--- src/rtl/core/spq_pkg.sv ---
// ---------------------------------------------------------------------------
// spq_pkg : shared types and codes for the stable priority queue
// Request and status codes, fixed field widths and the word types that
// travel along the cell chain.
// ---------------------------------------------------------------------------
package spq_pkg;

   // fixed field widths
   localparam int PRIO_W   = 8;
   localparam int RECORD_W = 16;
   localparam int AGE_W    = 8;
   localparam int STATUS_W = 2;
   localparam int OCC_W    = 5;

   // parameter defaults
   localparam int DEF_QUEUE_DEPTH = 16;
   localparam int DEF_PRIO_BITS   = 8;

   // request codes
   localparam logic REQ_INSERT = 1'b0;
   localparam logic REQ_REMOVE = 1'b1;

   // status codes
   localparam logic [STATUS_W-1:0] STATUS_OK    = 2'd0;
   localparam logic [STATUS_W-1:0] STATUS_EMPTY = 2'd1;
   localparam logic [STATUS_W-1:0] STATUS_FULL  = 2'd2;

   // payload carried with each entry, apart from its key
   typedef struct packed {
      logic [RECORD_W-1:0] record;
      logic [AGE_W-1:0]    age;
   } spq_data_type;

   // operation broadcast to every cell
   typedef struct packed {
      logic ins;   // insert, queue not full
      logic rem;   // remove, queue not empty
   } spq_ctl_type;

endpackage

--- src/rtl/core/stable_priority_queue.sv ---
// ---------------------------------------------------------------------------
// stable_priority_queue : bounded priority queue on a sorted cell chain
// Entries are kept highest priority first; equal priorities leave in
// arrival order. Insert into a full queue and remove from an empty one
// leave the contents alone and are flagged in the status.
// ---------------------------------------------------------------------------
//
//  channel   strobe / hold     ports
//  -------   --------------    -------------------------------------------
//  request   start, busy       req_type req_prio req_record_no req_patient_age
//  response  rsp_strobe        rsp_removed_* rsp_status rsp_occupancy
//
//  One word is taken every clock; its response shows in the next cycle for
//  exactly one cycle. This rests on the compare-and-shift that every
//  cell does against the broadcast key.
//  Reset clears the slot valid bits, the count and the response strobe;
//  slot contents are not cleared.
//  busy stays low; the receiver cannot stall, so nothing is held back.
//
module stable_priority_queue #(
   parameter int QUEUE_DEPTH = spq_pkg::DEF_QUEUE_DEPTH,
   parameter int PRIO_BITS   = spq_pkg::DEF_PRIO_BITS
) (
   input  logic                             clock,
   input  logic                             reset,
   input  logic                             start,
   output logic                             busy,
   input  logic                             req_type,
   input  logic [spq_pkg::PRIO_W-1:0]       req_prio,
   input  logic [spq_pkg::RECORD_W-1:0]     req_record_no,
   input  logic [spq_pkg::AGE_W-1:0]        req_patient_age,
   output logic                             rsp_strobe,
   output logic                             rsp_removed_valid,
   output logic [spq_pkg::PRIO_W-1:0]       rsp_removed_prio,
   output logic [spq_pkg::RECORD_W-1:0]     rsp_removed_record,
   output logic [spq_pkg::AGE_W-1:0]        rsp_removed_age,
   output logic [spq_pkg::STATUS_W-1:0]     rsp_status,
   output logic [spq_pkg::OCC_W-1:0]        rsp_occupancy
);
   import spq_pkg::*;

   localparam int CNT_W = $clog2(QUEUE_DEPTH + 1);

   // chain taps, one per cell, each read at its own fixed place
   logic [QUEUE_DEPTH-1:0] cell_go;
   logic [QUEUE_DEPTH-1:0] cell_used;
   logic [PRIO_BITS-1:0]   cell_prio [QUEUE_DEPTH];
   spq_data_type           cell_data [QUEUE_DEPTH];

   logic                 accept;
   logic                 full;
   logic                 empty;
   logic [PRIO_BITS-1:0] key;
   spq_data_type         new_data;
   spq_ctl_type          ctl;

   logic [CNT_W-1:0] cnt_ff, cnt_in;

   logic                   strobe_ff;
   logic                   rvalid_ff, rvalid_in;
   logic [PRIO_W-1:0]      rprio_ff, rprio_in;
   logic [RECORD_W-1:0]    rrec_ff, rrec_in;
   logic [AGE_W-1:0]       rage_ff, rage_in;
   logic [STATUS_W-1:0]    status_ff, status_in;
   logic [OCC_W-1:0]       occ_ff, occ_in;

   // never holds the requester off
   assign busy   = 1'b0;
   assign accept = start && !busy;

   // valid bits form a prefix: last set means full, first clear means empty
   assign full  = cell_used[QUEUE_DEPTH-1];
   assign empty = !cell_used[0];

   // key: low PRIO_BITS of the request priority, zero-filled above 8 bits
   always_comb begin
      key = '0;
      for (int b = 0; b < PRIO_BITS; b++) begin
         if (b < PRIO_W) begin
            key[b] = req_prio[b];
         end
      end
   end

   assign new_data.record = req_record_no;
   assign new_data.age    = req_patient_age;

   assign ctl.ins = accept && (req_type == REQ_INSERT) && !full;
   assign ctl.rem = accept && (req_type == REQ_REMOVE) && !empty;

   // ---- the chain ----
   for (genvar i = 0; i < QUEUE_DEPTH; i++) begin : g_cell
      logic                 l_go, l_used, r_used;
      logic [PRIO_BITS-1:0] l_prio, r_prio;
      spq_data_type         l_data, r_data;

      if (i == 0) begin : g_head
         // head sees an always-staying, always-used left edge
         assign l_go   = 1'b1;
         assign l_used = 1'b1;
         assign l_prio = key;
         assign l_data = new_data;
      end else begin : g_mid
         assign l_go   = cell_go[i-1];
         assign l_used = cell_used[i-1];
         assign l_prio = cell_prio[i-1];
         assign l_data = cell_data[i-1];
      end

      if (i == QUEUE_DEPTH - 1) begin : g_tail
         assign r_used = 1'b0;
         assign r_prio = '0;
         assign r_data = '0;
      end else begin : g_body
         assign r_used = cell_used[i+1];
         assign r_prio = cell_prio[i+1];
         assign r_data = cell_data[i+1];
      end

      spq_cell #(
         .PRIO_BITS (PRIO_BITS)
      ) u_cell (
         .clock      (clock),
         .reset      (reset),
         .ctl        (ctl),
         .new_prio   (key),
         .new_data   (new_data),
         .left_go    (l_go),
         .left_used  (l_used),
         .left_prio  (l_prio),
         .left_data  (l_data),
         .right_used (r_used),
         .right_prio (r_prio),
         .right_data (r_data),
         .go         (cell_go[i]),
         .used       (cell_used[i]),
         .prio       (cell_prio[i]),
         .data       (cell_data[i])
      );
   end

   // ---- count and response word ----
   always_comb begin
      cnt_in    = cnt_ff;
      rvalid_in = 1'b0;
      rprio_in  = '0;
      rrec_in   = '0;
      rage_in   = '0;
      status_in = STATUS_OK;
      if (ctl.ins) begin
         cnt_in = cnt_ff + CNT_W'(1);
      end else if (ctl.rem) begin
         cnt_in    = cnt_ff - CNT_W'(1);
         rvalid_in = 1'b1;
         rrec_in   = cell_data[0].record;
         rage_in   = cell_data[0].age;
         for (int b = 0; b < PRIO_W; b++) begin
            if (b < PRIO_BITS) begin
               rprio_in[b] = cell_prio[0][b];
            end
         end
      end else if (req_type == REQ_INSERT) begin
         status_in = STATUS_FULL;
      end else begin
         status_in = STATUS_EMPTY;
      end
   end

   // occupancy reported in its low OCC_W bits
   always_comb begin
      occ_in = '0;
      for (int b = 0; b < OCC_W; b++) begin
         if (b < CNT_W) begin
            occ_in[b] = cnt_in[b];
         end
      end
   end

   always_ff @(posedge clock) begin
      if (reset) begin
         cnt_ff    <= '0;
         strobe_ff <= 1'b0;
      end else begin
         strobe_ff <= accept;
         if (accept) begin
            cnt_ff <= cnt_in;
         end
      end
   end

   always_ff @(posedge clock) begin
      if (accept) begin
         rvalid_ff <= rvalid_in;
         rprio_ff  <= rprio_in;
         rrec_ff   <= rrec_in;
         rage_ff   <= rage_in;
         status_ff <= status_in;
         occ_ff    <= occ_in;
      end
   end

   assign rsp_strobe         = strobe_ff;
   assign rsp_removed_valid  = rvalid_ff;
   assign rsp_removed_prio   = rprio_ff;
   assign rsp_removed_record = rrec_ff;
   assign rsp_removed_age    = rage_ff;
   assign rsp_status         = status_ff;
   assign rsp_occupancy      = occ_ff;

`ifndef SYNTHESIS
   // count agrees with the valid bits held in the chain
   a_cnt_matches: assert property (@(posedge clock) disable iff (reset)
      $countones(cell_used) == 32'(cnt_ff))
      else $error("entry count out of step with cell valid bits");

   // head never ranks below its successor
   a_head_sorted: assert property (@(posedge clock) disable iff (reset)
      cell_used[1] |-> (cell_prio[0] >= cell_prio[1]))
      else $error("head entry out of order");

   // every accepted word gets its response next cycle
   a_rsp_follows: assert property (@(posedge clock) disable iff (reset)
      accept |=> rsp_strobe)
      else $error("response strobe missing");

   // a returned entry always comes with an ok status
   a_valid_ok: assert property (@(posedge clock) disable iff (reset)
      (rsp_strobe && rsp_removed_valid) |-> (rsp_status == STATUS_OK))
      else $error("removed entry with error status");
`endif

endmodule

--- src/rtl/core/spq_cell.sv ---
// ---------------------------------------------------------------------------
// spq_cell : one slot of the sorted chain
// Holds one entry; on insert keeps, takes the new word or shifts from the
// left, on remove shifts from the right.
// ---------------------------------------------------------------------------
module spq_cell #(
   parameter int PRIO_BITS = spq_pkg::DEF_PRIO_BITS
) (
   input  logic                 clock,
   input  logic                 reset,
   input  spq_pkg::spq_ctl_type ctl,
   input  logic [PRIO_BITS-1:0] new_prio,
   input  spq_pkg::spq_data_type new_data,
   input  logic                 left_go,
   input  logic                 left_used,
   input  logic [PRIO_BITS-1:0] left_prio,
   input  spq_pkg::spq_data_type left_data,
   input  logic                 right_used,
   input  logic [PRIO_BITS-1:0] right_prio,
   input  spq_pkg::spq_data_type right_data,
   output logic                 go,
   output logic                 used,
   output logic [PRIO_BITS-1:0] prio,
   output spq_pkg::spq_data_type data
);
   import spq_pkg::*;

   logic                 used_ff, used_in;
   logic [PRIO_BITS-1:0] prio_ff, prio_in;
   spq_data_type         data_ff, data_in;

   // entry stays put when it ranks at or above the new key
   assign go = used_ff && (prio_ff >= new_prio);

   always_comb begin
      prio_in = prio_ff;
      data_in = data_ff;
      used_in = used_ff;
      if (ctl.ins) begin
         if (!go) begin
            if (left_go) begin
               prio_in = new_prio;
               data_in = new_data;
            end else begin
               prio_in = left_prio;
               data_in = left_data;
            end
         end
         used_in = used_ff | left_used;
      end else if (ctl.rem) begin
         prio_in = right_prio;
         data_in = right_data;
         used_in = right_used;
      end
   end

   always_ff @(posedge clock) begin
      if (reset) begin
         used_ff <= 1'b0;
      end else begin
         used_ff <= used_in;
      end
   end

   always_ff @(posedge clock) begin
      prio_ff <= prio_in;
      data_ff <= data_in;
   end

   assign used = used_ff;
   assign prio = prio_ff;
   assign data = data_ff;

endmodule
--- config.mk ---
export PLATFORM = sky130hd
export DESIGN_NAME = stable_priority_queue
export DESIGN_NICKNAME = d
export VERILOG_FILES = /design/src/rtl/core/spq_pkg.sv /design/src/rtl/core/stable_priority_queue.sv /design/src/rtl/core/spq_cell.sv
export SDC_FILE = /design/constraint.sdc
export NUM_CORES = 1
export LEC_CHECK = 0
export BUFFER_PORTS_ARGS = -buffer_cell sky130_fd_sc_hd__buf_4
export CORE_ASPECT_RATIO = 1.4
export CORE_MARGIN = 8
export CORE_UTILIZATION = 68
export DETAILED_ROUTE_END_ITERATION = 12
export GPL_TIMING_DRIVEN = 0
export HOLD_SLACK_MARGIN = 0.08
export PLACE_DENSITY = 0.86
export SYNTH_ARGS = -nofsm -noshare
export SYNTH_HDL_FRONTEND = slang
export SYNTH_HIERARCHICAL = 1
export SYNTH_SLANG_ARGS = --single-unit
--- constraint.sdc ---
create_clock -name clock -period 5.31 [get_ports clock]
set_input_delay 0 -clock clock [delete_from_list [all_inputs] [get_ports clock]]
set_output_delay 0 -clock clock [all_outputs]
set_load 0.005 [all_outputs]
==> flow_metrics.py, run 1 <==
metrics = {
    "drt": {
        "drcViolationCount": 0,
        "firstDrtPassIters": 5,
        "antenna_left": 0,
        "vias": 23037,
        "wl_um": 77400,
        "first_iter_violations": 1393,
        "post_drt_wl_per_cell_um": 20.2,
        "avgViaCountPerCell": 6.02,
    },
    "logic_synthesis": {
        "ys_ff_latch": 574,
        "syn_area_per_cell_um2": 11.0,
        "synth_area_mm2": 0.0324,
        "synthDistinctLibCells": 41,
        "synthCells": 2936,
        "yosysWarnings": 6,
        "synth_area_leaders": "edfxtp_1, mux2i_1, a21oi_1",
        "netlist.area_leader.share": 0.512,
        "synth_seq_area_share": 0.526,
        "synth.largest_area_cell": "edfxtp_1",
    },
    "setup_path": {
        "cpMaxStageDelayCell": "edfxtp_1",
        "path_cells": "ha_1 > o211ai_1 > a21o_1 > o32ai_2 > buf_2 > buf_2 > mux2i_1 > a21oi_1",
        "setup.worst_path.start": "g_cell[9].u_cell/prio[4]",
        "critical_path_class": "reg2reg",
        "reg2reg_to": "g_cell[10].u_cell/data[5]",
        "cp-end-kind": "register",
        "cp.depth": 8,
        "path_buf_inv": 2,
        "reg2reg_slack_ns": 2.55,
        "crit_path_max_fanout": 10,
        "arrival_ns": 3.11,
        "cp_slowest_stage_delay_ns": 0.45,
        "start_kind": "register",
        "crit_path_frequent_cell": "buf_2",
        "crit_required_ns": 5.66,
        "critPathTopFamily": "compound AO/OA/AOI/OAI gates",
        "reg2reg_depth": 8,
        "reg2reg_from": "g_cell[9].u_cell/prio[4]",
        "endpoint": "g_cell[10].u_cell/data[5]",
    },
    "clocking": {
        "path_clk_slew_ns": 0.06,
        "clk_latency_ns": 0.62,
        "numCtsBuffers": 55,
        "htreeDepth": 2,
        "cts_root_buf": "clkbuf_16",
        "clk_path_buf_depth": 3,
        "cts.sinks": 574,
        "ctsResizeCount": 0,
        "cts_tree": "yes",
    },
    "sta": {
        "setup_viol_count_final": 0,
        "finalCritPeriodShare": 0.520,
        "fin_skew_ns": 0.0204,
        "whs_ns": 0.315,
        "maxSlewViolCount": 0,
        "relSlewSlack": 0.490,
        "hold_viol_final": 0,
        "fin_setup_tns_ns": 0,
        "rsz0062_at_grt": "false",
        "worst_pin_slew_ns": 0.765,
        "fmax_mhz": 362,
        "min_period_ns": 2.76,
        "fin_ws_ns": 2.55,
    },
    "grt": {
        "overflow": 0,
        "track_usage": 0.272,
        "grt_pass1_wl_um": 122000,
        "grt_pass1_vias": 24850,
        "antenna_found_initial": 2,
        "grt_max_degree": 44,
    },
    "pwr": {
        "leakagePower_uw": 0.0135,
        "powerDensity_mw_per_mm2": 316,
        "irDropWorstVdd_uv": 402,
    },
    "job": {
        "drv_cap": 0,
    },
    "floorplan": {
        "fp.coreArea_mm2": 0.0470,
        "floorplan.initialDensity": 0.688,
        "dieArea_mm2": 0.0549,
        "die_h_um": 274,
        "fp.dieW_um": 200,
        "num_rows": 94,
        "io_pins": 78,
    },
    "finish": {
        "nFillCells": 2867,
        "synthToLayoutAreaGrowth_pct": 13.0,
        "post-route-util": 0.777,
        "drive_gt1_frac": 0.117,
        "fin_nets": 3321,
        "stdcell_count": 3827,
    },
    "placed_design": {
        "port_buffers": 76,
        "gp_congestion": 0.872,
        "dp_cells": 3687,
        "hpwlAfterDp_um": 58800,
        "post-place-ws_ns": 2.63,
    },
    "outcome": {
        "status": "completed",
    },
    "hold_path": {
        "hp-class": "in2reg",
    },
}
-- tightest hold or removal path, cell delays in order --
cell and delay [ns]:
dlygate4sd3_1 0.54, buf_4 0.25, nor3_1 0.09
-- registers in the layout (all words and copies together) (netlist names) --
register	flops
rsp_removed_record	16
rsp_status	2
cnt_ff	5
rsp_removed_age	8
rsp_removed_valid	1
g_cell.u_cell/used	16
rsp_removed_prio	8
rsp_occupancy	5
rsp_strobe	1
g_cell.u_cell/data	384
g_cell.u_cell/prio	128
-- layer usage --
metal,wire [µm],vias to the layer above,track usage
met4,5250,0,0.185
li1,-,10968,-
met5,0,-,0
met3,3210,284,0.0328
met1,27000,10991,0.264
met2,41900,794,0.530
-- metrics by stage --
stage | area (µm²) | total power (µW)
after floorplan | 32500 | 6970
after global placement | 33800 | 7420
after detailed placement | 34400 | 7640
after CTS | 36600 | 11600
after global routing | 36600 | 12000
final | 36600 | 11600
-- worst min path at each step --
stage	end	slack, ns	depth (start not counted)	startpoint
2_1_floorplan	g_cell[0].u_cell/used	0.08	1	reset
3_3_place_gp	g_cell[14].u_cell/used	0.34	2	reset
3_5_place_dp	g_cell[7].u_cell/used	0.35	2	reset
4_1_cts	g_cell[13].u_cell/used	0.25	3	reset
5_1_grt	g_cell[3].u_cell/used	0.33	3	reset
6_report	g_cell[12].u_cell/used	0.31	3	reset
-- cell usage in the layout, fill, tap and decap left out, types with 33 or more instances in the layout --
cell | Yosys | layout
clkbuf_16 | 0 | 56
a21oi_1 | 562 | 562
nor2_1 | 549 | 549
ha_1 | 130 | 130
clkbuf_1 | 81 | 88
dlygate4sd3_1 | 0 | 35
mux2i_1 | 512 | 512
and2_1 | 33 | 33
buf_2 | 65 | 65
edfxtp_1 | 552 | 552
conb_1 | 2 | 36
buf_4 | 3 | 79
inv_1 | 164 | 164
-- cell usage after synthesis --
cell	count
o22ai_2	1
buf_4	3
o2bb2ai_2	1
clkbuf_1	81
a21oi_1	562
clkbuf_8	16
nand2b_1	16
edfxtp_1	552
o32ai_2	16
a21o_1	32
mux2_2	2
mux2_4	1
nand3b_1	3
dfxtp_1	22
buf_2	65
nand3_1	17
mux2i_1	512
a21boi_0	1
nand2_1	2
inv_1	164
nor3_1	18
buf_6	17
nor3b_1	17
a221oi_2	1
xor2_1	2
xnor2_1	1
ha_1	130
a22oi_1	1
o211ai_1	17
conb_1	2
nor2b_1	4
nor2_1	549
clkbuf_2	18
and2_1	33
o21ai_1	2
or4_4	16
nand4bb_1	1
o31ai_1	2
and3_1	3
a21oi_2	32
and2b_1	1
-- layout make-up --
| class | count | area [µm²] | share of cell area |
|---|---|---|---|
| flip-flops and latches | 574 | 17000 | 0.465 |
| repair buffers | 128 | 1370 | 0.0375 |
| well taps | 624 | 781 | 0.0214 |
| plain buffers | 200 | 1150 | 0.0316 |
| clock buffers | 66 | 1470 | 0.0402 |
| diodes | 2 | 5.00 | 0.000137 |
| clock inverters | 37 | 327 | 0.00893 |
| multi-input cells | 2032 | 13800 | 0.378 |
| inverters | 164 | 616 | 0.0168 |
-- timing repair --
action	in CTS	in global routing
buffers inserted	0	0
hold buffers	35	0
hold endpoints to repair	569	0
-- cell families (layout without fill, tap and decap cells) --
group | count (synthesis) | count (layout) | share of synthesized area
AO/OA/AOI/OAI | 668 | 668 | 0.118
buffers and inverters | 364 | 595 | 0.0547
XOR/XNOR | 3 | 3 | 0.000812
flip-flops | 574 | 574 | 0.526
other | 2 | 38 | 0.000232
AND/OR/NAND/NOR | 680 | 680 | 0.0910
multiplexers | 515 | 515 | 0.160
adder cells (fa/ha/maj) | 130 | 130 | 0.0503
-- where the power goes --
| part | total [µW] | internal, µW | switching (µW) |
|---|---|---|---|
| clock | 3940 | 2220 | 1720 |
| combinational | 1960 | 773 | 1190 |
| sequential | 5660 | 5450 | 210 |
Power figures use the tool's default switching activity.
==> run 2, diff against run 1 <==
Settings changed: CORE_UTILIZATION 68 to 57, PLACE_DENSITY 0.86 to 0.77.
Clock period 5.31 ns to 2.45 ns, I/O delays scaled along.
==> flow_metrics.py, run 2 (same netlist as run 1, synthesis figures left out) <==
metrics = {
    "grt": {
        "antenna_found_initial": 0,
        "track_usage": 0.236,
        "grt_pass1_vias": 23522,
        "overflow": 0,
        "grt_pass1_wl_um": 123000,
        "grt_max_degree": 48,
    },
    "clocking": {
        "cts.sinks": 574,
        "cts_tree": "yes",
        "clk_latency_ns": 0.63,
        "cts_root_buf": "clkbuf_16",
        "numCtsBuffers": 57,
        "path_clk_slew_ns": 0.07,
        "clk_path_buf_depth": 3,
        "htreeDepth": 2,
    },
    "sta": {
        "maxSlewViolCount": 0,
        "finalCritPeriodShare": 0.995,
        "fin_ws_ns": 0.0115,
        "min_period_ns": 2.44,
        "relSlewSlack": 0.525,
        "fmax_mhz": 410,
        "fin_skew_ns": 0.0227,
        "hold_viol_final": 0,
        "worst_pin_slew_ns": 0.712,
        "whs_ns": 0.302,
        "setup_viol_count_final": 0,
        "fin_setup_tns_ns": 0,
    },
    "floorplan": {
        "dieArea_mm2": 0.0648,
        "fp.coreArea_mm2": 0.0563,
        "fp.dieW_um": 217,
        "num_rows": 103,
        "floorplan.initialDensity": 0.575,
        "die_h_um": 298,
        "io_pins": 78,
    },
    "pwr": {
        "powerDensity_mw_per_mm2": 665,
        "power.total_uw": 25600,
        "irDropWorstVdd_uv": 534,
        "leakagePower_uw": 0.0141,
    },
    "setup_path": {
        "setup.worst_path.start": "g_cell[3].u_cell/prio[4]",
        "cp-end-kind": "register",
        "reg2reg_to": "g_cell[4].u_cell/data[5]",
        "start_kind": "register",
        "reg2reg_from": "g_cell[3].u_cell/prio[4]",
        "crit_required_ns": 2.81,
        "critical_path_class": "reg2reg",
        "arrival_ns": 2.80,
        "reg2reg_depth": 8,
        "crit_path_max_fanout": 10,
        "reg2reg_slack_ns": 0.01,
    },
    "hold_path": {
        "hp-class": "in2reg",
        "min_path_cells": 3,
        "min_from": "reset",
        "min_to": "g_cell[1].u_cell/used",
    },
    "placed_design": {
        "post-place-ws_ns": -0.916,
        "gp_congestion": 0.832,
        "hpwlAfterDp_um": 57800,
        "port_buffers": 76,
    },
    "finish": {
        "register_area_mm2": 0.0170,
        "multi_input_area_mm2": 0.0145,
        "layout_commonest_cell": "a21oi_1",
        "synthToLayoutAreaGrowth_pct": 18.8,
        "nFillCells": 4125,
        "final_cell_mix": "a21oi_1, edfxtp_1, nor2_1",
        "largest_register_ffs": 384,
        "drive_gt1_frac": 0.149,
        "fin_nets": 3412,
        "diodes": 0,
    },
    "drt": {
        "firstDrtPassIters": 8,
        "vias": 22832,
        "post_drt_wl_per_cell_um": 19.9,
        "drcViolationCount": 0,
        "first_iter_violations": 1460,
        "antenna_left": 0,
        "avgViaCountPerCell": 5.67,
        "wl_um": 80000,
    },
    "outcome": {
        "status": "completed",
    },
    "job": {
        "drv_cap": 0,
    },
}
## run 2: cell types whose count changed in the layout (fill, tap and decap cells not counted), moves of 21 or more
cell     delta
buf_2      -61
a21oi_4    +31
buf_6      +56
mux2i_1    -25
mux2i_2    +21
buf_12     +31
buf_4      +61
## run 2: power by group
part | total (µW) | leakage, µW | internal (µW) | switching (µW)
clock network | 8550 | 0.000876 | 4830 | 3720
logic | 4760 | 0.00783 | 1980 | 2780
registers | 12200 | 0.00535 | 11800 | 437
## run 2: layout make-up
cell class | count | share of cell area
clock inverter | 23 | 0.00560
buffer | 198 | 0.0388
tap | 735 | 0.0239
clock buffer | 84 | 0.0416
sequential | 574 | 0.443
timing repair buffer | 203 | 0.0531
inverter | 164 | 0.0160
multi-input combinational | 2048 | 0.378
## run 2: routing by layer
layer,GRT usage,wire length [µm],vias to the layer above
li1,-,-,11200
met5,0,0,-
met3,0.0273,2890,222
met4,0.132,4680,0
met1,0.239,28600,10800
met2,0.457,43800,610
## run 2: metrics by stage
stage	util	area, µm²	std cells
after floorplan	-	32600	2970
after CTS	0.673	37900	4015
final	0.682	38400	4029
after global placement	0.605	34100	3781
after detailed placement	0.605	34100	3781
after global routing	0.682	38400	4029
## run 2: what timing repair did
item                       in CTS  in global routing
pin swaps                      41                  9
hold endpoints to repair      573                  0
hold buffers                   35                  0
gates cloned                   16                  1
gates resized for setup       109                108
setup buffers                  78                 14
setup endpoints to repair    1022                509
## run 2: worst max path at each step
stage                                  to  slack, ns  cells after the start
6_report         g_cell[4].u_cell/data[5]       0.01                      8
3_3_place_gp   g_cell[15].u_cell/data[12]      -0.83                      7
4_1_cts         g_cell[2].u_cell/data[17]      -0.02                      8
5_1_grt         g_cell[13].u_cell/data[7]      -0.02                      8
3_5_place_dp    g_cell[3].u_cell/data[12]      -0.92                      7
2_1_floorplan    g_cell[1].u_cell/data[0]       0.09                      5
## run 2: worst max-delay path, cell delays in order (launching register included)
cell	delay (ns)
edfxtp_1	0.42
ha_2	0.20
or4_4	0.54
a21oi_4	0.19
o32ai_4	0.13
buf_4	0.19
buf_4	0.20
mux2i_1	0.21
a21oi_1	0.09
==> run 3, diff against run 2 <==
Settings changed: CORE_UTILIZATION 57 to 64, PLACE_DENSITY 0.77 to 0.81.
Clock period 2.45 ns to 2.7 ns, I/O delays scaled along.
==> flow_metrics.py, run 3 (same netlist as run 1, synthesis figures left out) <==
metrics = {
    "drt": {
        "vias": 22790,
        "antenna_left": 0,
        "firstDrtPassIters": 5,
        "wl_um": 79800,
        "drcViolationCount": 0,
        "post_drt_wl_per_cell_um": 20.7,
        "first_iter_violations": 1367,
        "avgViaCountPerCell": 5.90,
    },
    "grt": {
        "overflow": 0,
        "grt_pass1_vias": 24245,
        "grt_max_degree": 44,
        "grt_pass1_wl_um": 125000,
        "antenna_found_initial": 0,
        "track_usage": 0.271,
    },
    "sta": {
        "finalCritPeriodShare": 1.01,
        "fmax_mhz": 365,
        "fin_skew_ns": 0.0246,
        "hold_viol_final": 0,
        "maxSlewViolCount": 0,
        "rsz0062_at_grt": "true",
        "relSlewSlack": 0.280,
        "setup_viol_count_final": 96,
        "fin_setup_tns_ns": -1.57,
        "fin_ws_ns": -0.0371,
        "worst_pin_slew_ns": 1.08,
        "min_period_ns": 2.74,
    },
    "clocking": {
        "cts_tree": "yes",
        "htreeDepth": 2,
        "clk_path_buf_depth": 3,
        "path_clk_slew_ns": 0.06,
        "cts_root_buf": "clkbuf_16",
        "cts.sinks": 574,
        "clk_latency_ns": 0.63,
        "numCtsBuffers": 55,
    },
    "finish": {
        "nFillCells": 3456,
        "stdcell_count": 3865,
        "drive_gt1_frac": 0.123,
        "final_cell_mix": "a21oi_1, edfxtp_1, nor2_1",
        "diodes": 0,
        "fin_nets": 3342,
        "layout_commonest_cell": "a21oi_1",
        "largest_register_ffs": 384,
        "synthToLayoutAreaGrowth_pct": 13.9,
    },
    "placed_design": {
        "hpwlAfterDp_um": 59200,
        "dp_cells": 3690,
        "gp_congestion": 0.861,
        "port_buffers": 76,
    },
    "floorplan": {
        "floorplan.initialDensity": 0.647,
        "io_pins": 78,
        "fp.dieW_um": 206,
        "fp.coreArea_mm2": 0.0500,
        "die_h_um": 282,
        "num_rows": 97,
        "dieArea_mm2": 0.0581,
    },
    "setup_path": {
        "arrival_ns": 2.97,
        "cp-end-kind": "register",
        "reg2reg_depth": 5,
        "crit_required_ns": 2.94,
        "start_kind": "register",
        "critical_path_class": "reg2reg",
        "crit_path_max_fanout": 32,
    },
    "hold_path": {
        "min_path_cells": 3,
        "hp-class": "in2reg",
    },
    "pwr": {
        "leakagePower_uw": 0.0135,
        "irDropWorstVdd_uv": 617,
        "powerDensity_mw_per_mm2": 609,
    },
    "outcome": {
        "violations": "setup timing",
        "status": "finished with violations",
    },
    "job": {
        "drv_cap": 0,
    },
}
run 3: cell count changes in the layout (fill, tap and decap cells not counted), sizes merged:
| cell | before | now |
|---|---|---|
| clkbuf | 200 | 207 |
| buf | 250 | 163 |
| bufinv | 3 | 2 |
| clkinv | 16 | 27 |
| a21oi | 610 | 606 |
| inv | 165 | 167 |
run 3: timing repair:
item,in CTS,in global routing
gates cloned,12,0
pin swaps,4,17
hold buffers,35,0
resized for setup,36,55
buffers inserted,11,14
setup endpoints to repair,512,547
hold endpoints to repair,581,0
run 3: worst paths after layout:
path,start,slack (ns),endpoint
worst max-delay path,g_cell[8].u_cell/prio[4],-0.04,g_cell[8].u_cell/data[22]
worst min-delay path,reset,0.28,g_cell[4].u_cell/used
worst max register to register,g_cell[8].u_cell/prio[4],-0.04,g_cell[8].u_cell/data[22]
worst min register to register,g_cell[8].u_cell/used,0.53,g_cell[8].u_cell/used
run 3: routing by layer:
layer | GRT usage | vias up | wire, µm
met5 | 0 | - | 0
met4 | 0.169 | 0 | 4850
met3 | 0.0313 | 252 | 3070
met2 | 0.520 | 681 | 43700
met1 | 0.273 | 10796 | 28200
li1 | - | 11061 | -
run 3: final cells by class:
type	count	area (µm²)	share of cell area
buffer	200	1260	0.0342
clock buffer	68	1430	0.0387
clock inverter	35	245	0.00665
inverter	164	616	0.0167
multi-input combinational	2044	14200	0.386
sequential	574	17000	0.462
tap	643	805	0.0218
timing repair buffer	137	1240	0.0337
run 3: report_power, final:
group	switching (µW)	leakage, µW	internal, µW
sequential	411	0.00535	10700
combinational	2420	0.00730	1530
clock	3390	0.000824	3960
run 3: critical path: stages (launching register included):
cell and delay (ns):
edfxtp_1 0.42, ha_2 0.21, or4_4 0.55, a21oi_4 0.19, o32ai_4 0.12, a21oi_4 0.86
run 3: stage by stage:
stage                     hold WS, ns  power, µW  cell area (µm²)   util  worst slack [ns]
final                           0.280      22400            36900  0.737           -0.0371
after global routing            0.268      23300            36900  0.737            -0.160
after CTS                       0.240      22400            36500  0.730           -0.0593
after detailed placement        0.356      14900            34000  0.680            -0.212
after global placement          0.346      14600            34000  0.680             -1.18
after floorplan                0.0793      13700            32600      -             0.174
